[src/dcfir_pkg.sv]
// Shared types, constants and the tap table of the dual-channel low-pass FIR.
// Used by the channel interfaces, the delay line, the MAC lane and the top level.
`default_nettype none

package dcfir_pkg;

   localparam int TAP_COUNT     = 51;
   localparam int SAMPLE_WIDTH  = 16;
   localparam int TAP_WIDTH     = 12;
   localparam int TAP_IDX_WIDTH = $clog2(TAP_COUNT);
   localparam int PROD_WIDTH    = SAMPLE_WIDTH + TAP_WIDTH;
   localparam int ACC_WIDTH     = 40;
   localparam int COEF_SHIFT    = 15;
   localparam int QUOT_WIDTH    = ACC_WIDTH - COEF_SHIFT;

   localparam logic [TAP_IDX_WIDTH-1:0] LAST_TAP = TAP_IDX_WIDTH'(TAP_COUNT - 1);
   localparam logic signed [ACC_WIDTH-1:0] ROUND_BIAS = ACC_WIDTH'(2 ** (COEF_SHIFT - 1));
   localparam logic signed [QUOT_WIDTH-1:0] QUOT_MAX =
      QUOT_WIDTH'((2 ** (SAMPLE_WIDTH - 1)) - 1);
   localparam logic signed [QUOT_WIDTH-1:0] QUOT_MIN =
      -QUOT_WIDTH'(2 ** (SAMPLE_WIDTH - 1));

   typedef logic signed [SAMPLE_WIDTH-1:0] sample_type;
   typedef logic signed [TAP_WIDTH-1:0]    tap_type;
   typedef logic signed [PROD_WIDTH-1:0]   prod_type;
   typedef logic signed [ACC_WIDTH-1:0]    acc_type;
   typedef logic [TAP_IDX_WIDTH-1:0]       tap_idx_type;

   // Sequencer controls shared by both lanes.
   typedef struct packed {
      logic        load;     // new item enters the delay line, accumulator clears
      logic        mul_en;   // multiply the head word, rotate the delay line
      logic        acc_en;   // add the registered product into the accumulator
      tap_idx_type tap;      // tap index of the current multiply
   } mac_ctrl_type;

   // Symmetric Q1.15 low-pass taps.
   localparam tap_type TAP_TABLE [TAP_COUNT] = '{
      12'sd0,    12'sd5,    12'sd13,   12'sd23,   12'sd39,
      12'sd61,   12'sd91,   12'sd131,  12'sd180,  12'sd240,
      12'sd312,  12'sd393,  12'sd485,  12'sd585,  12'sd691,
      12'sd801,  12'sd914,  12'sd1025, 12'sd1133, 12'sd1234,
      12'sd1325, 12'sd1403, 12'sd1467, 12'sd1514, 12'sd1543,
      12'sd1552, 12'sd1543, 12'sd1514, 12'sd1467, 12'sd1403,
      12'sd1325, 12'sd1234, 12'sd1133, 12'sd1025, 12'sd914,
      12'sd801,  12'sd691,  12'sd585,  12'sd485,  12'sd393,
      12'sd312,  12'sd240,  12'sd180,  12'sd131,  12'sd91,
      12'sd61,   12'sd39,   12'sd23,   12'sd13,   12'sd5,
      12'sd0
   };

   function automatic tap_type tap_coef(input tap_idx_type idx);
      tap_type coef;
      coef = '0;
      if (idx <= LAST_TAP) begin
         coef = TAP_TABLE[idx];
      end
      return coef;
   endfunction

endpackage

`default_nettype wire

[src/dcfir_delay_line.sv]
// Rotating sample delay line of one channel: shifts in a new item, then rotates
// once per multiply so the head word walks all taps. Depends on dcfir_pkg.
`default_nettype none

module dcfir_delay_line (
   input  wire logic                    clock,
   input  wire logic                    reset,
   input  wire dcfir_pkg::mac_ctrl_type ctrl,
   input  wire dcfir_pkg::sample_type   sample,
   output      dcfir_pkg::sample_type   head
);

   dcfir_pkg::sample_type line_ff [dcfir_pkg::TAP_COUNT];
   dcfir_pkg::sample_type line_in [dcfir_pkg::TAP_COUNT];

   // A full pass of TAP_COUNT rotations restores the original order.
   always_comb begin
      line_in = line_ff;
      if (ctrl.load) begin
         line_in[0] = sample;
         for (int i = 1; i < dcfir_pkg::TAP_COUNT; i++) begin
            line_in[i] = line_ff[i-1];
         end
      end else if (ctrl.mul_en) begin
         for (int i = 0; i < dcfir_pkg::TAP_COUNT - 1; i++) begin
            line_in[i] = line_ff[i+1];
         end
         line_in[dcfir_pkg::TAP_COUNT-1] = line_ff[0];
      end
   end

   always_ff @(posedge clock) begin
      if (reset) begin
         for (int i = 0; i < dcfir_pkg::TAP_COUNT; i++) begin
            line_ff[i] <= '0;
         end
      end else begin
         line_ff <= line_in;
      end
   end

   assign head = line_ff[0];

endmodule

`default_nettype wire

[config.mk]
export PLATFORM = sky130hd
export DESIGN_NAME = dcfir_delay_line
export DESIGN_NICKNAME = d
export VERILOG_FILES = /design/src/dcfir_pkg.sv /design/src/dcfir_delay_line.sv
export SDC_FILE = /design/constraint.sdc
export NUM_CORES = 2
export LEC_CHECK = 0
export ABC_AREA = 1
export BUFFER_PORTS_ARGS = -buffer_cell sky130_fd_sc_hd__buf_2
export CORE_ASPECT_RATIO = 1.1
export CORE_MARGIN = 2
export CORE_UTILIZATION = 35
export CTS_BUF_LIST = sky130_fd_sc_hd__clkbuf_16
export DETAILED_ROUTE_END_ITERATION = 7
export HOLD_SLACK_MARGIN = 0.12
export PLACE_DENSITY = 0.52
export SLEW_MARGIN = 15
export SYNTH_ARGS = -nofsm -noshare
export SYNTH_HDL_FRONTEND = slang
export SYNTH_SLANG_ARGS = --single-unit
[constraint.sdc]
create_clock -name clock -period 1.5 [get_ports clock]
set_input_delay 0.075 -clock clock [delete_from_list [all_inputs] [get_ports clock]]
set_output_delay 0.075 -clock clock [all_outputs]
set_load 0.1 [all_outputs]
==> summary.md <==
| Metric | Value |
|---|---|
| First-pass GRT wire length | about 160 mm |
| Final period util | a little over nine tenths |
| Xor/xnor share of the synthesized area | 0% |
| Drt pass-1 iters | 5 |
| Final Hold Fails | 0 |
| PnR worst setup slack | 0.0685 ns |
| Post-route design area | 0.0453 mm² |
| Clock transition at path regs | roughly 0.06 ns |
| Mapped Area | 0.0390 mm² |
| Multiplexer area fraction after synthesis | 0% |
| Share of the synthesized area in the top cell type | 41.8% |
| # rows | 128 |
| Starting Density | 35.3% |
| H-tree levels | 3 |
| Relative slew slack | approximately 52% |
| CTS buffer count | slightly above 90 |
| RSZ-0062 raised after global routing | false |
| DRT iter0 DRCs | 2,676 |
| Area leader, netlist | dfxtp_1 |
| PD cells | 1030 mW/mm² |
| Largest family of logic cells by synthesized area | simple AND/OR/NAND/NOR gates |
| Layout Nets | 6,160 |
| Synth warn | 0 |
| Largest cells by area after synthesis | dfxtp_1 (42%), nand2_1 (24%), nand3_1 (21%) |
| Post-Synthesis Cells | 6,199 |
| Die area | 0.114 mm² |
| Adder and majority cell fraction of the synthesized area | 0% |
| Post-synthesis simple-gate area fraction | approximately 44% |
| Leak pwr | 24.6 nW |
| Final setup violation count | 0 |
| Cell family with most CP delay | flip-flops |
| Reg area | 0.0163 mm² |
| CTS Root Cell | clkbuf_16 |
| Initial antenna violation count | 0 |
| Arrival time at the worst endpoint | between 1 and 1.5 ns |
| Reg2Reg Depth | 5 |
| Peak VDD IR | approximately 0.00081 V |
| Area after DPL | 0.0411 mm² |
| Synth Net Count | 6,226 |
| Multi-input gate area | roughly 0.017 mm² |
| Total GRT Usage | 16.4% |
| Via count | 36,230 |
| Complex-gate fraction of the synthesized area | 0.205% |
| Worst min path class | in2reg |
| I/O pin cnt | 43 |
| Hold depth | 7 |
| Worst Path Required | 1.42 ns |
| Layout cells sized above 1 | 5.40% |
| Status | completed |
| Buf+Inv Stages, Crit Path | 1 |
| Hold path endpoint | line_ff[570] |
| Layout fillers | 11,582 |
| DP Wirelength | 54.6 mm |
| Syn Area/Cell | 6.30 µm² |
| R2r endpoint | line_ff[2] |
| Final total power | 0.0465 W |
| Worst hold start | ctrl[7] |
| Fin util | 40.9% |
| Slew @ Worst Pin | 0.713 ns |
| Synth-to-layout area growth | 16.1% |
| CTS tree | yes |
| Crit-path cells | buf_6 |
| CP peak stage delay | between 0.4 and 0.5 ns |
| Register-to-register setup slack | roughly 0.20 ns |
| Yosys cell types | 12 |
| Max Freq | 699 MHz |
| Element type at the critical path start | flip-flop |
| CTS Sinks | roughly 820 |
| Aggregate global routing overflow | 0 |
| Setup TNS after final layout | 0 ns |
| Maxcap violations | 0 |
| Worst-path fanout max | 4 |
| Worst skew pair latency | 0.68 ns |
| Drt total wl | ~95 mm |
| Vias per Instance | ~4.7 |
| R2R Path Start | head[2] |
| Antenna Violating Nets Remaining | 0 |
| Post-CTS Setup Bufs | 0 |
| Crit end category | output pin |
| Core footprint | 0.111 mm² |
| WL/cell | 12.3 µm |
| Port buffer count | 35 |
| Sequential cell area fraction in the yosys report | 41.8% |
| Clk buf depth | 3 |
| Seq cells post-synth | 816 |
| DRC | 0 |
| Fin. max-slew vios | 0 |
| Largest net degree at the start of global routing | 127 |
| Final Skew | ~0.024 ns |
| Number of global-route vias before repair | about 34,000 |
| Worst path slowest cell | dfxtp_1 |
| Post-Place Setup Slack | 0.186 ns |
| Die Ht | 354 µm |
| Die width | 322 µm |
| Routability cong. | 0.723 |
| Tmin final | 1.43 ns |
| WS Path Type | reg2out |
==> per-layer routing <==
metal / global-route usage, % / routed length [µm]
met1: 22.8 / 48200
met2: 26.7 / 41600
met3: 2.64 / 3900
met4: 3.68 / 1440
met5: 0 / 0
==> per-stage QoR <==
| stage | cells | hold WS (ns) |
|---|---|---|
| global route | 7703 | 0.131 |
| floorplan | 6199 | 0.275 |
| CTS | 7700 | 0.122 |
| global placement | 7419 | 0.375 |
| detailed placement | 7419 | 0.393 |
| finish | 7704 | 0.0645 |
==> sequential cells by signal (all words and copies together), names as in the netlist <==
name / count
line_ff: 800
head: 16
==> layout make-up <==
| class | instances | area share [%] |
|---|---|---|
| flip-flops and latches | 816 | 36.1 |
| diodes | 1 | 0.00552 |
| inverters | 818 | 6.81 |
| clock inverters | 76 | 1.09 |
| repair buffers | 307 | 8.27 |
| clock buffers | 94 | 5.19 |
| well taps | 1495 | 4.13 |
| multi-input cells | 4097 | 38.4 |
==> synth_stat cells <==
cell type,instances
nand2_1,2480
nand3_1,1600
dfxtp_1,816
inv_1,816
buf_2,278
clkbuf_1,145
buf_4,23
buf_1,19
a21oi_1,16
buf_6,3
inv_2,2
nor2_8,1
==> how the worst max path moves through the flow <==
stage | startpoint | endpoint | slack, ns | depth (start not counted)
after floorplan | ctrl[8] | line_ff[755] | 0.44 | 9
after global placement | ctrl[8] | line_ff[222] | 0.17 | 8
after detailed placement | ctrl[8] | line_ff[528] | 0.19 | 8
after CTS | head[8] | head[8] | 0.002 | 1
after global routing | head[1] | head[1] | 0.002 | 1
final | head[1] | head[1] | 0.07 | 1
==> cells in the final DEF, fill, tap and decap left out, types with 19 or more instances in the layout <==
cell type	synthesis	layout
buf_12	0	88
buf_4	23	78
clkbuf_16	0	95
clkinv_1	0	23
clkinv_2	0	19
dfxtp_1	816	810
dlygate4sd3_1	0	104
inv_1	816	839
nand2_1	2480	2480
nand3_1	1600	1600
==> logic make-up (layout without fill, tap and decap cells) <==
logic type / after synthesis / count (layout)
and+or+nand+nor: 4081 / 4081
buffers and inverters: 1286 / 1295
DFF: 816 / 816
AOI/OAI and AO/OA: 16 / 16
other: 0 / 1
==> report_power, final <==
group          internal (W)  switching, W  leakage, nW
registers            0.0217     0.0000746         6.58
logic              0.000917       0.00232         16.5
clock network        0.0121       0.00941         1.49
total                0.0347        0.0118         24.6
==> repair_timing <==
item / 4_1_cts / 5_1_grt
cloned: 0 / 1
hold buffers: 111 / 12
endpoints found under the hold margin: 534 / 36
gates resized for setup: 40 / 6
endpoints found under the setup margin: 16 / 68
(Power assumes the default switching activity.)
