<file path="src/dcfir_pkg.sv">
// Shared types, constants and the tap table of the dual-channel low-pass FIR.
// Used by the channel interfaces, the delay line, the MAC lane and the top level.
`default_nettype none

package dcfir_pkg;

   localparam int TAP_COUNT     = 51;
   localparam int SAMPLE_WIDTH  = 16;
   localparam int TAP_WIDTH     = 12;
   localparam int TAP_IDX_WIDTH = $clog2(TAP_COUNT);
   localparam int PROD_WIDTH    = SAMPLE_WIDTH + TAP_WIDTH;
   localparam int ACC_WIDTH     = 40;
   localparam int COEF_SHIFT    = 15;
   localparam int QUOT_WIDTH    = ACC_WIDTH - COEF_SHIFT;

   localparam logic [TAP_IDX_WIDTH-1:0] LAST_TAP = TAP_IDX_WIDTH'(TAP_COUNT - 1);
   localparam logic signed [ACC_WIDTH-1:0] ROUND_BIAS = ACC_WIDTH'(2 ** (COEF_SHIFT - 1));
   localparam logic signed [QUOT_WIDTH-1:0] QUOT_MAX =
      QUOT_WIDTH'((2 ** (SAMPLE_WIDTH - 1)) - 1);
   localparam logic signed [QUOT_WIDTH-1:0] QUOT_MIN =
      -QUOT_WIDTH'(2 ** (SAMPLE_WIDTH - 1));

   typedef logic signed [SAMPLE_WIDTH-1:0] sample_type;
   typedef logic signed [TAP_WIDTH-1:0]    tap_type;
   typedef logic signed [PROD_WIDTH-1:0]   prod_type;
   typedef logic signed [ACC_WIDTH-1:0]    acc_type;
   typedef logic [TAP_IDX_WIDTH-1:0]       tap_idx_type;

   // Sequencer controls shared by both lanes.
   typedef struct packed {
      logic        load;     // new item enters the delay line, accumulator clears
      logic        mul_en;   // multiply the head word, rotate the delay line
      logic        acc_en;   // add the registered product into the accumulator
      tap_idx_type tap;      // tap index of the current multiply
   } mac_ctrl_type;

   // Symmetric Q1.15 low-pass taps.
   localparam tap_type TAP_TABLE [TAP_COUNT] = '{
      12'sd0,    12'sd5,    12'sd13,   12'sd23,   12'sd39,
      12'sd61,   12'sd91,   12'sd131,  12'sd180,  12'sd240,
      12'sd312,  12'sd393,  12'sd485,  12'sd585,  12'sd691,
      12'sd801,  12'sd914,  12'sd1025, 12'sd1133, 12'sd1234,
      12'sd1325, 12'sd1403, 12'sd1467, 12'sd1514, 12'sd1543,
      12'sd1552, 12'sd1543, 12'sd1514, 12'sd1467, 12'sd1403,
      12'sd1325, 12'sd1234, 12'sd1133, 12'sd1025, 12'sd914,
      12'sd801,  12'sd691,  12'sd585,  12'sd485,  12'sd393,
      12'sd312,  12'sd240,  12'sd180,  12'sd131,  12'sd91,
      12'sd61,   12'sd39,   12'sd23,   12'sd13,   12'sd5,
      12'sd0
   };

   function automatic tap_type tap_coef(input tap_idx_type idx);
      tap_type coef;
      coef = '0;
      if (idx <= LAST_TAP) begin
         coef = TAP_TABLE[idx];
      end
      return coef;
   endfunction

endpackage

`default_nettype wire

</file>
<file path="src/dcfir_mac.sv">
// Multiply-accumulate lane of one channel, with round-to-nearest and saturation
// of the accumulated sum. Depends on dcfir_pkg for the tap table and widths.
`default_nettype none

module dcfir_mac (
   input  wire logic                    clock,
   input  wire dcfir_pkg::mac_ctrl_type ctrl,
   input  wire dcfir_pkg::sample_type   head,
   output      dcfir_pkg::sample_type   filtered
);

   dcfir_pkg::tap_type  coef;
   dcfir_pkg::prod_type product_ff;
   dcfir_pkg::prod_type product_in;
   dcfir_pkg::acc_type  acc_ff;
   dcfir_pkg::acc_type  acc_in;
   dcfir_pkg::acc_type  biased;
   logic signed [dcfir_pkg::QUOT_WIDTH-1:0] quot;

   assign coef       = dcfir_pkg::tap_coef(ctrl.tap);
   assign product_in = dcfir_pkg::PROD_WIDTH'(head) * dcfir_pkg::PROD_WIDTH'(coef);

   always_comb begin
      acc_in = acc_ff;
      if (ctrl.load) begin
         acc_in = '0;
      end else if (ctrl.acc_en) begin
         acc_in = acc_ff + dcfir_pkg::ACC_WIDTH'(product_ff);
      end
   end

   always_ff @(posedge clock) begin
      if (ctrl.mul_en) begin
         product_ff <= product_in;
      end
      acc_ff <= acc_in;
   end

   // Ties round toward plus infinity; the floor comes from the arithmetic select.
   assign biased = acc_ff + dcfir_pkg::ROUND_BIAS;
   assign quot   = $signed(biased[dcfir_pkg::ACC_WIDTH-1:dcfir_pkg::COEF_SHIFT]);

   always_comb begin
      if (quot > dcfir_pkg::QUOT_MAX) begin
         filtered = dcfir_pkg::SAMPLE_WIDTH'(dcfir_pkg::QUOT_MAX);
      end else if (quot < dcfir_pkg::QUOT_MIN) begin
         filtered = dcfir_pkg::SAMPLE_WIDTH'(dcfir_pkg::QUOT_MIN);
      end else begin
         filtered = quot[dcfir_pkg::SAMPLE_WIDTH-1:0];
      end
   end

endmodule

`default_nettype wire

</file>
<file path="config.mk">
export PLATFORM = sky130hd
export DESIGN_NAME = dcfir_mac
export DESIGN_NICKNAME = d
export VERILOG_FILES = /design/src/dcfir_pkg.sv /design/src/dcfir_mac.sv
export SDC_FILE = /design/constraint.sdc
export NUM_CORES = 1
export LEC_CHECK = 0
export ABC_AREA = 1
export BUFFER_PORTS_ARGS = -buffer_cell sky130_fd_sc_hd__buf_2
export CORE_UTILIZATION = 45
export DETAILED_ROUTE_END_ITERATION = 6
export GPL_TIMING_DRIVEN = 0
export HOLD_SLACK_MARGIN = 0.06
export MAX_ROUTING_LAYER = met4
export PLACE_DENSITY = 0.6
export SYNTH_ARGS = -nofsm -noshare
export SYNTH_HDL_FRONTEND = slang
export SYNTH_SLANG_ARGS = --single-unit
</file>
<file path="constraint.sdc">
create_clock -name clock -period 14.98 [get_ports clock]
set_input_delay 0 -clock clock [delete_from_list [all_inputs] [get_ports clock]]
set_output_delay 0 -clock clock [all_outputs]
set_load 0.03 [all_outputs]
</file>
==> impl_metrics.yaml <==
status:
  status: "finished, final reports clean"
die:
  top_level_ports: 42
  initial_core_util_pct: 45.9
  core-area_sq_um: 28800
  floorplan.die.width_um: 173
  num_rows: 62
  design.die.area_sq_um: 30100
  chipHeight_um: 173
synthesis:
  synth.mux.area_fraction_pct: 0
  main_area_contributors_after_synthesis: "fa_1 25%, nand2_1 13%, inv_1 11%, ha_1 11%, nor2_1 7.0%"
  syn_area_per_cell_sq_um: 6.87
  synth_simple_gate_area_share_pct: 25.0
  synth_enable_flop_cells: 28
  area_share_of_the_leading_cell_type_in_the_synthesized_netlist_pct: 24.5
  synth_top_family_by_area: "adder cells"
  postSynth.asyncResetShare_pct: 0
  syn-num-nets: 2224
  synth_seq_area_share_pct: 12.4
  ys_dominant_reg_cell: "dfxtp_1"
  synthesis.yosys.warnings: 0
  ys_ff_latch: 68
  synthDominantAreaCellType: "fa_1"
  synth_cell_types: 43
  synth_adder_area_share_pct: 35.1
  synthesis.instances: 1924
  synth_compound_area_share_pct: 9.89
  synth_xor_area_share_pct: 4.44
  post_synth_instance_area_sq_um: 13200
clock_tree:
  cts-root-to-sink-buffers: 2
  cts_hold_buffers: 0
  cts_inserted_buffers: 9
  post-cts-setup-buffers: 0
  post_cts_resized: 0
  ctsRootBufferMaster: "clkbuf_16"
  numClockSinks: 68
  clkSlewWorstSetupHoldPaths_ns: 0.06
  tritoncts_clock_tree: "done"
  htree_num_levels: 3
  clkLatencyLatePin_ns: 0.35
worst_setup_path:
  worstSetupPathType: "in -> reg"
  critical-path-top-cell-by-count: "inv_1"
  path_buf_inv: 9
  arrival_ns: 7.11
  regToRegEndpoint: "acc_ff[24]"
  worst_r2r_startpoint: "acc_ff[0]"
  critical_path.max_fanout: 11
  regToRegSetupSlack_ns: 12.51
  crit_family: "adder cells"
  crit_path_max_incr_delay_ns: 0.63
  r2r_cells: 15
  worstSetupEndpointType: "flip-flop"
  crit_required_ns: 15.05
  timing.critical_path.from_type: "input pin"
  worst_path_max_delay_cell: "nor2_1"
sta:
  setup_tns_ns: 0
  timing.slew.headroom_pct: 45.7
  worstMarginPinSlew_ns: 0.812
  finalSetupViolCount: 0
  hold_violations: 0
  worst_clock_skew_ns: 0.0139
  rsz0062_at_grt: "false"
  max_clock_freq_mhz: 142
  final_period_minus_worst_setup_slack_ns: 7.04
  maxSlewViolCount: 0
  period_share_pct: 47.0
routing:
  drt.antenna.violating_nets: 0
  drtIter0Drc: 626
  detail_route.wirelength_um: 38200
  detailroute.via_count: 12000
  route.detailed.vias_per_inst: 5.12
  post_drt_wl_per_cell_um: 16.2
  drc: 0
  drt_pass1_iterations: 6
hold_path:
  hold_path_startpoint: "ctrl[7]"
  holdCritPathClass: "in -> reg"
  whs_endpoint: "product_ff[3]"
  worstHoldPathCells: 1
placed_design:
  dp_hpwl_um: 32800
  port-buffer-count: 29
  place_congestion: 0.991
cells_and_area:
  layout_common_cells: "455 x nand2_1, 401 x inv_1, 248 x nor2_1, 162 x fa_1, 112 x ha_1"
  fin_nets: 2264
  insertedDiodeCount: 0
  fill_cells: 3022
  layout.cells.most_common: "nand2_1"
  area.growth.synth_to_final_pct: 6.81
  final_layout_size_suffix_gt1_share_pct: 3.91
global_route:
  grt_max_degree: 29
  grt_pass1_wl_um: 62400
  grt_overflow: 0
  antenna_found_initial: 0
  grt_use_total_pct: 26.9
  via_count_of_the_first_global_routing_pass: 12200
job:
  max_cap_violations: 0
sequential cells by signal, indices dropped and copies added (netlist names):
| register | count |
|---|---|
| product_ff | 28 |
| acc_ff | 40 |
cell type report:
cell class / instances / area (sq um) / share of cell area (%)
inverter: 406 / 1520 / 10.8
timing repair buffer: 29 / 145 / 1.03
clock buffer: 9 / 225 / 1.59
multi-input combinational: 1406 / 9850 / 69.7
buffer: 44 / 206 / 1.46
tap: 384 / 480 / 3.40
clock inverter: 7 / 50.0 / 0.354
sequential: 68 / 1640 / 11.6
synth_stat cells, drive strengths merged, types with 3 or more instances:
cell / number
clkbuf: 19
o21bai: 10
nor3: 10
edfxtp: 28
xnor2: 20
nand4: 16
nand3: 83
o21a: 6
a31oi: 4
ha: 112
clkinv: 3
nand2: 459
o21ai: 83
a21oi: 111
fa: 162
a21o: 4
o31ai: 4
inv: 403
dfxtp: 40
or2: 4
nor2: 252
xor2: 47
buf: 25
o211ai: 5
a211oi: 4
metrics by stage:
| step | utilization [%] | instances | area, sq um | hold WS (ns) | setup WS, ns |
|---|---|---|---|---|---|
| CTS | 49.1 | 2353 | 14100 | 0.203 | 7.96 |
| detailed placement | 48.1 | 2337 | 13800 | 0.466 | 7.61 |
| global placement | 48.1 | 2337 | 13800 | 0.456 | 7.54 |
| finish | 49.1 | 2353 | 14100 | 0.194 | 7.94 |
| floorplan | - | 1924 | 13200 | 0.112 | 9.34 |
| global route | 49.1 | 2353 | 14100 | 0.233 | 7.56 |
how the worst max path moves through the flow:
| stage | from | endpoint | slack (ns) | cells after the start |
|---|---|---|---|---|
| finish | ctrl[1] | product_ff[27] | 7.94 | 26 |
| global route | ctrl[1] | product_ff[27] | 7.56 | 26 |
| global placement | ctrl[1] | product_ff[27] | 7.54 | 26 |
| detailed placement | ctrl[1] | product_ff[27] | 7.61 | 26 |
| CTS | ctrl[1] | product_ff[27] | 7.96 | 26 |
| floorplan | ctrl[1] | product_ff[27] | 9.34 | 25 |
metal layers:
metal	vias to the layer above	routed length, um	share of wire, %	GRT usage (%)
met1	5713	16900	44	33.3
li1	5976	-	-	-
met4	0	1290	3.4	9.51
met3	65	1400	3.7	1.75
met2	286	18600	49	46.4
met5	-	0	0	-
cells by family (layout without fill, tap and decap cells):
kind of cell,count (synthesis),count (layout)
xor gates and xnor gates,67,67
adders and majority gates,274,274
AOI/OAI and AO/OA,239,239
DFF,68,68
and+or+nand+nor,826,826
buffers and inverters,450,495
Power is not shown: default switching activity piles up to over one toggle a cycle in this logic, so the estimate is an artifact.
